### src/rtl/phy_packet_queue_with_skip_count_unit_macros.svh
// Assertion helpers used by the back end RTL file of the packet queue.
`ifndef PHY_PACKET_QUEUE_WITH_SKIP_COUNT_UNIT_MACROS_SVH
`define PHY_PACKET_QUEUE_WITH_SKIP_COUNT_UNIT_MACROS_SVH

// Property checked at every clock edge outside reset.
`define PPQSC_ASSERT(lbl, prop, msg) \
  lbl: assert property (@(posedge clk_i) disable iff (!rst_ni) (prop)) \
    else $error(msg);

// Implication checked at every clock edge outside reset.
`define PPQSC_ASSERT_IMPL(lbl, ante, cons, msg) \
  lbl: assert property (@(posedge clk_i) disable iff (!rst_ni) (ante) |-> (cons)) \
    else $error(msg);

`endif

### src/rtl/ppqsc_pkg.sv
`timescale 1ns / 1ps
package ppqsc_pkg;

  localparam logic CMD_PACKET     = 1'b0;
  localparam logic CMD_COMPLETION = 1'b1;

  localparam logic KIND_DATA = 1'b0;
  localparam logic KIND_SKIP = 1'b1;

  // Command queue between front and back
  localparam int FqDepth = 2;
  localparam int FqPtrW  = $clog2(FqDepth);
  localparam int FqCntW  = $clog2(FqDepth + 1);

  typedef struct packed {
    logic        command;
    logic [31:0] first_word;
    logic [31:0] second_word;
    logic [3:0]  done_tag;
  } in_item_t;

  typedef struct packed {
    logic        kind;
    logic [3:0]  tag;
    logic [31:0] word_a;
    logic [31:0] word_b;
  } out_item_t;

  // Classified command handed from front to back
  typedef struct packed {
    logic        is_cpl;
    logic [63:0] words;
    logic [3:0]  done_tag;
  } cmd_t;

  typedef enum logic [1:0] {
    BK_IDLE,
    BK_READ,
    BK_LOAD
  } back_state_e;

endpackage

### src/rtl/phy_packet_queue_with_skip_count_unit.sv
`timescale 1ns / 1ps
// Receive queue for two-word packets with one delivery outstanding at a time.
// Push packets and completions on the input side; deliveries appear on the
// result side. A transaction that causes no delivery leaves the back end
// idle; one that causes a delivery goes through the slot memory write, the
// registered read of the head slot and the load of the result register,
// waiting in the load while it is still full. A two-entry command queue in
// front absorbs bursts, so full rises only while the back end is busy. The
// slot memory holds QUEUE_DEPTH entries and needs no clearing after reset.
module phy_packet_queue_with_skip_count_unit #(
  parameter int QUEUE_DEPTH = 16
) (
  input  logic                 clk_i,
  input  logic                 rst_ni,
  input  logic                 cfg_we_i,
  input  logic [4:0]           cfg_wdata_i,
  input  logic                 push_i,
  output logic                 full_o,
  input  ppqsc_pkg::in_item_t  in_item_i,
  output logic                 empty_o,
  input  logic                 pop_i,
  output ppqsc_pkg::out_item_t out_item_o
);
  import ppqsc_pkg::*;

  logic [4:0] limit_q;
  logic       cmd_valid;
  logic       cmd_pop;
  cmd_t       cmd;

  always_ff @(posedge clk_i or negedge rst_ni) begin
    if (!rst_ni) begin
      limit_q <= 5'd16;
    end else if (cfg_we_i) begin
      limit_q <= cfg_wdata_i;
    end
  end

  ppqsc_front u_front (
    .clk_i       (clk_i),
    .rst_ni      (rst_ni),
    .push_i      (push_i),
    .full_o      (full_o),
    .in_item_i   (in_item_i),
    .cmd_valid_o (cmd_valid),
    .cmd_pop_i   (cmd_pop),
    .cmd_o       (cmd)
  );

  ppqsc_back #(
    .QueueDepth (QUEUE_DEPTH)
  ) u_back (
    .clk_i       (clk_i),
    .rst_ni      (rst_ni),
    .limit_i     (limit_q),
    .cmd_valid_i (cmd_valid),
    .cmd_pop_o   (cmd_pop),
    .cmd_i       (cmd),
    .empty_o     (empty_o),
    .pop_i       (pop_i),
    .out_item_o  (out_item_o)
  );

endmodule

### src/rtl/ppqsc_front.sv
`timescale 1ns / 1ps
module ppqsc_front (
  input  logic                 clk_i,
  input  logic                 rst_ni,
  input  logic                 push_i,
  output logic                 full_o,
  input  ppqsc_pkg::in_item_t  in_item_i,
  output logic                 cmd_valid_o,
  input  logic                 cmd_pop_i,
  output ppqsc_pkg::cmd_t      cmd_o
);
  import ppqsc_pkg::*;

  in_item_t          fq_q [FqDepth];
  logic [FqPtrW-1:0] wr_ptr_q, wr_ptr_d;
  logic [FqPtrW-1:0] rd_ptr_q, rd_ptr_d;
  logic [FqCntW-1:0] cnt_q, cnt_d;
  logic              push_ok;
  logic              pop_ok;
  in_item_t          head_item;

  assign full_o      = (cnt_q == FqCntW'(FqDepth));
  assign cmd_valid_o = (cnt_q != '0);
  assign push_ok     = push_i && !full_o;
  assign pop_ok      = cmd_pop_i && cmd_valid_o;

  always_comb begin
    wr_ptr_d = wr_ptr_q;
    rd_ptr_d = rd_ptr_q;
    cnt_d    = cnt_q;
    if (push_ok) begin
      wr_ptr_d = (int'(wr_ptr_q) == FqDepth - 1) ? '0 : wr_ptr_q + FqPtrW'(1);
    end
    if (pop_ok) begin
      rd_ptr_d = (int'(rd_ptr_q) == FqDepth - 1) ? '0 : rd_ptr_q + FqPtrW'(1);
    end
    case ({push_ok, pop_ok})
      2'b10:   cnt_d = cnt_q + FqCntW'(1);
      2'b01:   cnt_d = cnt_q - FqCntW'(1);
      default: cnt_d = cnt_q;
    endcase
  end

  always_ff @(posedge clk_i or negedge rst_ni) begin
    if (!rst_ni) begin
      wr_ptr_q <= '0;
      rd_ptr_q <= '0;
      cnt_q    <= '0;
    end else begin
      wr_ptr_q <= wr_ptr_d;
      rd_ptr_q <= rd_ptr_d;
      cnt_q    <= cnt_d;
    end
  end

  always_ff @(posedge clk_i) begin
    if (push_ok) begin
      fq_q[wr_ptr_q] <= in_item_i;
    end
  end

  // Classify the oldest transaction for the back end
  assign head_item       = fq_q[rd_ptr_q];
  assign cmd_o.is_cpl    = (head_item.command == CMD_COMPLETION);
  assign cmd_o.words     = {head_item.second_word, head_item.first_word};
  assign cmd_o.done_tag  = head_item.done_tag;

endmodule

### src/rtl/ppqsc_back.sv
`timescale 1ns / 1ps
`include "phy_packet_queue_with_skip_count_unit_macros.svh"
module ppqsc_back #(
  parameter int QueueDepth = 16
) (
  input  logic                 clk_i,
  input  logic                 rst_ni,
  input  logic [4:0]           limit_i,
  input  logic                 cmd_valid_i,
  output logic                 cmd_pop_o,
  input  ppqsc_pkg::cmd_t      cmd_i,
  output logic                 empty_o,
  input  logic                 pop_i,
  output ppqsc_pkg::out_item_t out_item_o
);
  import ppqsc_pkg::*;

  localparam int PtrW     = (QueueDepth > 1) ? $clog2(QueueDepth) : 1;
  localparam int MaxLimit = (QueueDepth < 31) ? QueueDepth : 31;
  localparam int CntW     = $clog2(MaxLimit + 1);

  function automatic logic [PtrW-1:0] ptr_next(logic [PtrW-1:0] p);
    return (int'(p) == QueueDepth - 1) ? '0 : p + PtrW'(1);
  endfunction

  back_state_e       state_q, state_d;
  logic [PtrW-1:0]   head_q, head_d;
  logic [PtrW-1:0]   tail_q, tail_d;
  logic [PtrW-1:0]   last_addr_q, last_addr_d;
  logic [CntW-1:0]   slots_q, slots_d;
  logic              outst_q, outst_d;
  logic              last_kind_q, last_kind_d;
  logic [31:0]       skip_cnt_q, skip_cnt_d;
  logic              out_valid_q, out_valid_d;
  out_item_t         out_q;

  logic [64:0]       slot_mem_q [QueueDepth];
  logic [64:0]       rd_data_q;
  logic              wr_en;
  logic [PtrW-1:0]   wr_addr;
  logic [64:0]       wr_data;
  logic              out_load;

  logic [CntW-1:0]   lim;
  logic [CntW-1:0]   lim_m1;
  logic              pending_nz;
  logic [31:0]       cnt_inc;
  logic [PtrW+3:0]   head_ext;
  logic [3:0]        head_tag;

  // Clamp the configured limit into the usable range
  always_comb begin
    if (limit_i < 5'd2) begin
      lim = CntW'(2);
    end else if (int'(limit_i) > QueueDepth) begin
      lim = CntW'(QueueDepth);
    end else begin
      lim = CntW'(limit_i);
    end
  end

  assign lim_m1     = lim - CntW'(1);
  assign pending_nz = outst_q ? (slots_q > CntW'(1)) : (slots_q != '0);
  assign cnt_inc    = (skip_cnt_q == '1) ? skip_cnt_q : skip_cnt_q + 32'd1;
  assign head_ext   = {4'b0000, head_q};
  assign head_tag   = head_ext[3:0];

  always_comb begin
    state_d     = state_q;
    head_d      = head_q;
    tail_d      = tail_q;
    last_addr_d = last_addr_q;
    slots_d     = slots_q;
    outst_d     = outst_q;
    last_kind_d = last_kind_q;
    skip_cnt_d  = skip_cnt_q;
    wr_en       = 1'b0;
    wr_addr     = tail_q;
    wr_data     = '0;
    cmd_pop_o   = 1'b0;
    out_load    = 1'b0;
    case (state_q)
      BK_IDLE: begin
        if (cmd_valid_i) begin
          cmd_pop_o = 1'b1;
          if (!cmd_i.is_cpl) begin
            if (slots_q < lim_m1) begin
              wr_en       = 1'b1;
              wr_data     = {KIND_DATA, cmd_i.words};
              tail_d      = ptr_next(tail_q);
              slots_d     = slots_q + CntW'(1);
              last_kind_d = KIND_DATA;
              last_addr_d = tail_q;
              if (!outst_q) begin
                outst_d = 1'b1;
                state_d = BK_READ;
              end
            end else if (pending_nz && last_kind_q == KIND_SKIP) begin
              // Fold into the pending skip record at the tail
              wr_en      = 1'b1;
              wr_addr    = last_addr_q;
              wr_data    = {KIND_SKIP, 32'd0, cnt_inc};
              skip_cnt_d = cnt_inc;
            end else if (slots_q < lim) begin
              wr_en       = 1'b1;
              wr_data     = {KIND_SKIP, 32'd0, 32'd1};
              tail_d      = ptr_next(tail_q);
              slots_d     = slots_q + CntW'(1);
              last_kind_d = KIND_SKIP;
              last_addr_d = tail_q;
              skip_cnt_d  = 32'd1;
              if (!outst_q) begin
                outst_d = 1'b1;
                state_d = BK_READ;
              end
            end
          end else if (outst_q && slots_q != '0 && cmd_i.done_tag == head_tag) begin
            head_d  = ptr_next(head_q);
            slots_d = slots_q - CntW'(1);
            if (slots_q > CntW'(1)) begin
              state_d = BK_READ;
            end else begin
              outst_d = 1'b0;
            end
          end
        end
      end
      BK_READ: begin
        state_d = BK_LOAD;
      end
      BK_LOAD: begin
        if (!out_valid_q || pop_i) begin
          out_load = 1'b1;
          state_d  = BK_IDLE;
        end
      end
      default: begin
        state_d = BK_IDLE;
      end
    endcase
  end

  always_comb begin
    out_valid_d = out_valid_q;
    if (out_load) begin
      out_valid_d = 1'b1;
    end else if (pop_i && out_valid_q) begin
      out_valid_d = 1'b0;
    end
  end

  always_ff @(posedge clk_i or negedge rst_ni) begin
    if (!rst_ni) begin
      state_q     <= BK_IDLE;
      head_q      <= '0;
      tail_q      <= '0;
      last_addr_q <= '0;
      slots_q     <= '0;
      outst_q     <= 1'b0;
      last_kind_q <= KIND_DATA;
      skip_cnt_q  <= '0;
      out_valid_q <= 1'b0;
    end else begin
      state_q     <= state_d;
      head_q      <= head_d;
      tail_q      <= tail_d;
      last_addr_q <= last_addr_d;
      slots_q     <= slots_d;
      outst_q     <= outst_d;
      last_kind_q <= last_kind_d;
      skip_cnt_q  <= skip_cnt_d;
      out_valid_q <= out_valid_d;
    end
  end

  always_ff @(posedge clk_i) begin
    if (wr_en) begin
      slot_mem_q[wr_addr] <= wr_data;
    end
  end

  // Read the new head in BK_READ, after its write has landed
  always_ff @(posedge clk_i) begin
    if (state_q == BK_READ) begin
      rd_data_q <= slot_mem_q[head_q];
    end
  end

  always_ff @(posedge clk_i) begin
    if (out_load) begin
      out_q.kind   <= rd_data_q[64];
      out_q.tag    <= head_tag;
      out_q.word_a <= rd_data_q[31:0];
      out_q.word_b <= rd_data_q[64] ? 32'd0 : rd_data_q[63:32];
    end
  end

  assign empty_o    = !out_valid_q;
  assign out_item_o = out_q;

  `PPQSC_ASSERT(a_outst_iff_slots, (slots_q != '0) == outst_q, "outstanding flag out of step")
  `PPQSC_ASSERT_IMPL(a_load_fills, state_q == BK_LOAD && (!out_valid_q || pop_i), ##1 out_valid_q, "result not loaded")
  `PPQSC_ASSERT_IMPL(a_rise_from_load, $rose(out_valid_q), $past(state_q) == BK_LOAD, "result appeared outside load")

endmodule

### config.mk
export PLATFORM = sky130hd
export DESIGN_NAME = phy_packet_queue_with_skip_count_unit
export DESIGN_NICKNAME = d
export VERILOG_FILES = /design/src/rtl/ppqsc_pkg.sv /design/src/rtl/phy_packet_queue_with_skip_count_unit.sv /design/src/rtl/ppqsc_front.sv /design/src/rtl/ppqsc_back.sv
export VERILOG_INCLUDE_DIRS = /design/src /design/src/rtl
export SDC_FILE = /design/constraint.sdc
export NUM_CORES = 1
export LEC_CHECK = 0
export ABC_AREA = 1
export BUFFER_PORTS_ARGS = -buffer_cell sky130_fd_sc_hd__buf_2
export CAP_MARGIN = 40
export CORE_MARGIN = 4
export CORE_UTILIZATION = 36
export CTS_CLUSTER_SIZE = 14
export DETAILED_ROUTE_END_ITERATION = 8
export GPL_TIMING_DRIVEN = 0
export PLACE_DENSITY = 0.53
export SKIP_CTS_REPAIR_TIMING = 1
export SLEW_MARGIN = 30
export SYNTH_ARGS = -nofsm -noshare
export SYNTH_HDL_FRONTEND = slang
export SYNTH_SLANG_ARGS = --single-unit
### constraint.sdc
create_clock -name clk_i -period 10.2 [get_ports clk_i]
set_input_delay 1.02 -clock clk_i [delete_from_list [all_inputs] [get_ports clk_i]]
set_output_delay 1.02 -clock clk_i [all_outputs]
set_load 0.02 [all_outputs]
==> reports/results.tsv, run 1 <==
stage	metric	value	unit
outcome	status	complete, no violations	
timing	tightest_slew	903	ps
timing	timing.final.hold_violations	0	
critical_path	worstReg2RegStart	limit_q[4]$_DFFE_PN1P_	
yosys	synth_top_family_by_area	simple AND/OR/NAND/NOR gates	
timing	finalSetupViolCount	0	
yosys	synth_top_area_share	0.733	
timing	min_period	4460	ps
power_and_ir_drop	power.leakage	22.7	nW
route	ant_nets	0	
yosys	synth_cell_type_count	42	
cells_and_area	layout-drive-gt1-share	0.157	
route	first_pass_iters	6	
critical_path	crit_buf_inv	5	
floorplanning	io_pins	150	
clocking	htreeDepth	4	
clocking	cts_buffers	150	
floorplanning	coreArea	148000	um2
route	wirelength	167000	um
min_path	min_path_type	in2async	
yosys	synth.cell_area	53800	um2
cells_and_area	multi_input_area	11600	um2
clocking	clock_latency	780	ps
critical_path	critPathSlowestCell	dfstp_2	
cells_and_area	fin_nets	4545	
clocking	clkTransAtPathRegs	60	ps
route	dr_wl_met3	12300	um
cells_and_area	seq_area	41000	um2
timing	max_freq	0.224	GHz
critical_path	worst_path_largest_cell_delay	570	ps
route	top_layer	met5	
critical_path	critical_path_required	10670	ps
placement	place_ws	5740	ps
critical_path	crit_family	simple AND/OR/NAND/NOR gates	
critical_path	critPathArrivalTime	4930	ps
critical_path	worstSetupPathType	reg2reg	
cells_and_area	syn_to_final_growth	20.1	%
route	drtIter0Drc	3679	
timing	setup_tns	0	ps
timing	skew	26.4	ps
yosys	synthXorXnorAreaFrac	0.00261	
global_routing	grt_antenna_before_repair	13	
yosys	ys_warn_count	0	
critical_path	cp_max_fo	18	
floorplanning	die_x	394	um
yosys	synth-simple-area-share	0.106	
yosys	synth_area_per_cell	13.4	um2
global_routing	first_global_vias	33881	
placement	dp_hpwl	116000	um
timing	setup_ws	5740	ps
yosys	synth_area_leaders	edfxtp_1, nand2_1, o21ai_0	
placement	gp_congestion	0.898	
clocking	tritoncts	done	
route	dr_wl_met2	79200	um
yosys	yosysSeqAreaShare	0.762	
global_routing	grtUsageTotal	0.211	
power_and_ir_drop	max-vdd-ir-drop	0.182	mV
placement	numPortBuffers	148	
floorplanning	dieArea	156000	um2
route	routedWlPerCell	25.7	um
route	vias_per_cell	5.39	
route	vias	35046	
power_and_ir_drop	power	18.8	mW
floorplanning	fp.dieH	394	um
global_routing	grt.overflow.total	0	
cells_and_area	nFillCells	13310	
yosys	syn-instance-count	4028	
yosys	muxShareOfSynthArea	0.00472	
critical_path	crit-reg2reg-capture	u_back.slot_mem_q[1][10]$_DFFE_PP_	
route	wl_met1	71000	um
timing	maxSlewViolCount	0	
critical_path	r2r_setup_slack	5740	ps
critical_path	worstPathCellList	inv_1 -> a21oi_1 -> ha_1 -> nor2_1 -> a21oi_1 -> ha_1 -> a21oi_1 -> o21a_1 -> nand2_1 -> inv_1 -> nand2_1 -> nand2_1 -> nand3_1 -> nor2_4 -> buf_16 -> buf_16 -> buf_16	
clocking	cts_max_path_buffers	3	
yosys	synth-seq-cells	1375	
timing	slew_headroom	0.398	
yosys	synth-adder-area-share	0.00396	
global_routing	grt_pass1_wl	240000	um
clocking	cts-root-buf	clkbuf_16	
route	drc	0	
yosys	synth_compound_area_frac	0.0927	
critical_path	cp-start-kind	flip-flop	
timing	rsz0062_at_grt	no	
yosys	syn_nets	4124	
clocking	clkSinkCount	1375	
yosys	yosysTopAreaCell	edfxtp_1	
global_routing	grt_max_degree	53	
floorplanning	rows	141	
critical_path	ff2ff_path_depth	17	
power_and_ir_drop	power_density	291	nW/um2
critical_path	worstSetupEndpointType	flip-flop	
floorplanning	start_util	0.363	
timing	period_share	0.437	
job	cap_viol_max_count	0	
-- worst max-delay path by stage --
stage,start,end,slack [ps],cells after the start
6_report,limit_q[4]$_DFFE_PN1P_,u_back.slot_mem_q[1][10]$_DFFE_PP_,5740,17
5_1_grt,limit_q[4]$_DFFE_PN1P_,u_back.slot_mem_q[1][35]$_DFFE_PP_,5350,17
4_1_cts,limit_q[4]$_DFFE_PN1P_,u_back.slot_mem_q[1][35]$_DFFE_PP_,5710,17
3_5_place_dp,limit_q[4]$_DFFE_PN1P_,u_back.slot_mem_q[1][10]$_DFFE_PP_,5740,17
3_3_place_gp,limit_q[4]$_DFFE_PN1P_,u_back.slot_mem_q[3][32]$_DFFE_PP_,360,14
2_1_floorplan,limit_q[4]$_DFFE_PN1P_,u_back.slot_mem_q[13][0]$_DFFE_PP_,4600,15
-- cell usage in the layout, fill, tap and decap left out, types with 62 or more instances in the layout --
| cell type | synthesis | layout |
|---|---|---|
| nand3_1 | 222 | 222 |
| dfrtp_1 | 62 | 62 |
| clkbuf_1 | 132 | 164 |
| a221oi_1 | 78 | 78 |
| o22ai_1 | 80 | 80 |
| nand2_1 | 696 | 696 |
| a21oi_1 | 197 | 165 |
| inv_1 | 103 | 103 |
| buf_2 | 92 | 241 |
| edfxtp_1 | 1312 | 1312 |
| nor2_1 | 368 | 348 |
| o21ai_0 | 424 | 398 |
| buf_16 | 0 | 76 |
| clkbuf_16 | 0 | 153 |
-- where the power goes --
group          switching, mW  leakage [nW]  internal [mW]
clock network           2.21          2.25           2.94
logic                   4.20          7.44           1.50
registers              0.214          13.0           7.73
-- state kept, by name, indices dropped and copies added (netlist names), 2 cells and up --
| name | flops |
|---|---|
| limit_q | 5 |
| u_back.head_q | 4 |
| u_back.last_addr_q | 4 |
| u_back.out_item_o | 69 |
| u_back.rd_data_q | 65 |
| u_back.skip_cnt_q | 32 |
| u_back.slot_mem_q | 1040 |
| u_back.slots_q | 5 |
| u_back.state_q | 2 |
| u_back.tail_q | 4 |
| u_front.cnt_q | 2 |
| u_front.fq_q | 138 |
-- layer usage --
metal | global-route usage | vias up
met5 | 0 | -
met3 | 0.0393 | 258
li1 | - | 15744
met2 | 0.345 | 1410
met4 | 0.0631 | 6
met1 | 0.289 | 17628
-- cells in the mapped netlist, drive strengths merged --
library cell,instances
edfxtp,1312
nand2,700
o21ai,444
nor2,371
nand3,222
a21oi,198
clkbuf,132
inv,113
buf,109
o22ai,80
a221oi,78
dfrtp,62
nand4,49
o221ai,34
mux2i,22
nor3,20
ha,17
o221a,17
or2,13
xor2,12
o211ai,7
xnor2,4
clkinv,3
mux2,3
nand3b,2
a21o,1
a31oi,1
dfstp,1
o21a,1
-- stage by stage --
stage	instance area [um2]	hold slack, ps	utilization	instances
after CTS	64500	29.2	0.436	6491
after global placement	56900	405	0.385	6106
final	64600	65.1	0.436	6501
after global routing	64600	37.5	0.436	6497
after detailed placement	59900	405	0.405	6222
after floorplan	53800	400	-	4028
-- final cells by class --
type | instances | area share
diodes | 5 | 0.000194
plain buffers | 241 | 0.0170
clock buffers | 192 | 0.0617
clock inverters | 77 | 0.00950
inverters | 116 | 0.00674
multi-input cells | 2296 | 0.180
flip-flops and latches | 1375 | 0.635
well taps | 1930 | 0.0374
repair buffers | 269 | 0.0527
-- logic make-up after synthesis --
family,Yosys count
AO/OA/AOI/OAI,861
XOR/XNOR,16
adder cells (fa/ha/maj),17
buffers and inverters,357
flip-flops,1375
multiplexers,25
AND/OR/NAND/NOR,1377
Power figures use the tool's default switching activity.
==> inputs of run 2 (changes only) <==
- ABC_AREA: 1 -> 0
- clock period: 10.2 -> 4.7 ns (I/O delays scaled with it)
==> run 2 against run 1 <==
Global-route usage decreased by 3.1 points. Core utilization rose by 0.78 points. First-iteration DRC count is 31% lower. Count of clock-buffer cells in the layout is the same. Clock power is 110% higher.
==> reports/results.tsv, run 2 <==
stage	metric	value	unit
placement	place_ws	91.0	ps
min_path	min-delay-start	pop_i	
route	wirelength	139000	um
route	drtIter0Drc	2524	
yosys	synth_cell_type_count	78	
timing	max_freq	0.215	GHz
yosys	synth-simple-area-share	0.0312	
timing	timing.final.hold_violations	0	
critical_path	crit-reg2reg-capture	u_back.slot_mem_q[10][23]$_DFFE_PP_	
min_path	min_path_type	in2reg	
floorplanning	dieArea	154000	um2
yosys	synth-seq-cells	1375	
floorplanning	start_util	0.364	
route	ant_nets	0	
placement	numPortBuffers	149	
yosys	synth_area_per_cell	18.9	um2
critical_path	worst_path_largest_cell_delay	860	ps
floorplanning	io_pins	150	
clocking	tritoncts	done	
cells_and_area	multi_input_area	12000	um2
critical_path	worstReg2RegStart	limit_q[3]$_DFFE_PN0P_	
critical_path	worstSetupEndpointType	flip-flop	
global_routing	grtUsageTotal	0.181	
power_and_ir_drop	max-vdd-ir-drop	0.292	mV
yosys	synthXorXnorAreaFrac	0.00739	
critical_path	critPathSlowestCell	o22ai_2	
cells_and_area	seq_area	41000	um2
yosys	synth.cell_area	53300	um2
floorplanning	fp.dieH	393	um
power_and_ir_drop	seqPwrFrac	0.439	
critical_path	worstSetupPathType	reg2reg	
critical_path	cp_max_fo	16	
yosys	synth_area_leaders	edfxtp_1, mux2i_1, mux4_2	
clocking	cts-root-buf	clkbuf_16	
timing	min_period	4640	ps
cells_and_area	layout-drive-gt1-share	0.226	
global_routing	grt_pass1_wl	201000	um
global_routing	grt_max_degree	39	
clocking	clkTransAtPathRegs	60	ps
timing	rsz0062_at_grt	yes	
timing	maxSlewViolCount	0	
min_path	worstHoldEndpoint	u_back.out_valid_q$_DFFE_PN0P_	
timing	skew	24.7	ps
yosys	yosysTopAreaCell	edfxtp_1	
outcome	status	complete, no violations	
critical_path	r2r_setup_slack	60	ps
yosys	syn-instance-count	2821	
critical_path	worstPathCellList	or3_1 -> nand2_1 -> ha_1 -> inv_1 -> xnor2_1 -> ha_1 -> a211o_1 -> a21oi_1 -> o21a_1 -> nand2_1 -> clkbuf_2 -> clkbuf_1 -> o22ai_2	
critical_path	cp-start-kind	flip-flop	
timing	setup_ws	58.7	ps
yosys	muxShareOfSynthArea	0.120	
power_and_ir_drop	sw_frac_of_total	0.311	
timing	setup_tns	0	ps
clocking	cts_buffers	144	
floorplanning	rows	140	
timing	finalSetupViolCount	0	
cells_and_area	nFillCells	12688	
timing	slew_headroom	0.381	
power_and_ir_drop	switchingPower	11.9	mW
cells_and_area	final_cell_mix	edfxtp_1, mux2i_1, buf_2	
placement	placed_area	59600	um2
power_and_ir_drop	pwr-share-comb	0.284	
yosys	ys.flop_type	edfxtp_1	
yosys	syn_nets	2917	
yosys	synth_top_family_by_area	multiplexers	
cells_and_area	stdcell_area	65000	um2
cells_and_area	fin_nets	3443	
cells_and_area	layout_commonest_cell	edfxtp_1	
yosys	synth_most_common_cell	edfxtp_1	
cells_and_area	largest_register_ffs	1040	
yosys	synth-edff-count	1312	
yosys	synth_compound_area_frac	0.0561	
clocking	cts_max_path_buffers	3	
route	routedWlPerCell	25.9	um
yosys	synthTopCellsByCount	edfxtp_1, mux2i_1, a221oi_1, mux4_2, nand2_1	
critical_path	critical_path_required	5120	ps
timing	tightest_slew	929	ps
route	drc	0	
clocking	clock_latency	770	ps
power_and_ir_drop	pwr-share-clk	0.277	
job	cap_viol_max_count	0	
global_routing	first_global_vias	28657	
route	first_pass_iters	6	
yosys	ys_warn_count	0	
yosys	ys_async_sr_fraction	0.0458	
global_routing	grt.overflow.total	0	
yosys	synth-adder-area-share	0.00399	
floorplanning	coreArea	146000	um2
global_routing	grt_antenna_before_repair	4	
clocking	clkSinkCount	1375	
placement	gp_congestion	0.804	
critical_path	critPathArrivalTime	5070	ps
timing	period_share	0.988	
route	vias	28557	
route	vias_per_cell	5.31	
cells_and_area	regMostFlops	u_back.slot_mem_q	
critical_path	ff2ff_path_depth	13	
cells_and_area	syn_to_final_growth	22.0	%
power_and_ir_drop	power_density	589	nW/um2
clocking	htreeDepth	4	
power_and_ir_drop	power.leakage	22.1	nW
placement	dp_hpwl	95800	um
floorplanning	die_x	393	um
yosys	yosysSeqAreaShare	0.769	
min_path	min_path_cells	3	
yosys	synth_top_area_share	0.739	
power_and_ir_drop	p_int	26.4	mW
run 2: area by class of cell:
cell class / count / share of cell area
sequential: 1375 / 0.630
multi-input combinational: 1279 / 0.185
timing repair buffer: 380 / 0.0694
clock buffer: 192 / 0.0602
tap: 1917 / 0.0369
buffer: 149 / 0.0102
clock inverter: 67 / 0.00687
inverter: 18 / 0.00106
antenna: 2 / 0.0000770
run 2: power by group through the flow:
stage | Sequential [mW] | Clock (mW) | Combinational [mW]
after floorplan | 17.2 | 0 | 5.93
after global placement | 17.4 | 0 | 9.48
after detailed placement | 17.1 | 0 | 10.8
after CTS | 16.8 | 10.9 | 10.8
after global routing | 16.9 | 11.4 | 11.6
final | 16.8 | 10.6 | 10.9
run 2: how the worst max path moves through the flow:
stage                            from                             endpoint  slack (ps)  cells past startpoint
2_1_floorplan  limit_q[3]$_DFFE_PN0P_   u_back.slot_mem_q[15][0]$_DFFE_PP_       -1050                     13
3_3_place_gp   limit_q[3]$_DFFE_PN0P_   u_back.slot_mem_q[3][37]$_DFFE_PP_       -5900                     11
3_5_place_dp   limit_q[3]$_DFFE_PN0P_  u_back.slot_mem_q[15][36]$_DFFE_PP_          90                     15
4_1_cts        limit_q[3]$_DFFE_PN0P_  u_back.slot_mem_q[12][31]$_DFFE_PP_          60                     13
5_1_grt        limit_q[3]$_DFFE_PN0P_  u_back.slot_mem_q[12][24]$_DFFE_PP_         -80                     13
6_report       limit_q[3]$_DFFE_PN0P_  u_back.slot_mem_q[10][23]$_DFFE_PP_          60                     13
run 2: cell families (layout without fill, tap and decap cells):
group	Yosys count	count (layout)
xor gates and xnor gates	45	45
AOI/OAI and AO/OA	413	413
DFF	1375	1375
and+or+nand+nor	330	330
buffers and inverters	167	806
other	0	2
muxes	474	474
adders and majority gates	17	17
run 2: critical path, delay by kind of cell (launching register included):
kind | cells | cell delay, ps
compound gates | 4 | 1600
buf+inv | 3 | 1040
simple gates | 3 | 650
flops | 1 | 420
fa+ha+maj | 2 | 410
xor+xnor | 1 | 160
run 2: metrics by stage:
| step | instances | total power [mW] | utilization | hold WS, ps |
|---|---|---|---|---|
| 5_1_grt | 5377 | 40.0 | 0.444 | 13.3 |
| 2_1_floorplan | 2821 | 23.1 | - | 174 |
| 6_report | 5379 | 38.3 | 0.444 | 9.42 |
| 3_3_place_gp | 4887 | 26.8 | 0.386 | 403 |
| 4_1_cts | 5273 | 38.5 | 0.437 | -376 |
| 3_5_place_dp | 5014 | 27.9 | 0.407 | 405 |
run 2: routing by layer:
layer	track usage	up-vias	wire length (um)	share of wire
met5	0	-	0	0
met4	0.0445	0	2510	0.018
met3	0.0297	181	7580	0.054
met2	0.296	831	67300	0.48
met1	0.252	14933	62100	0.45
li1	-	12612	-	-
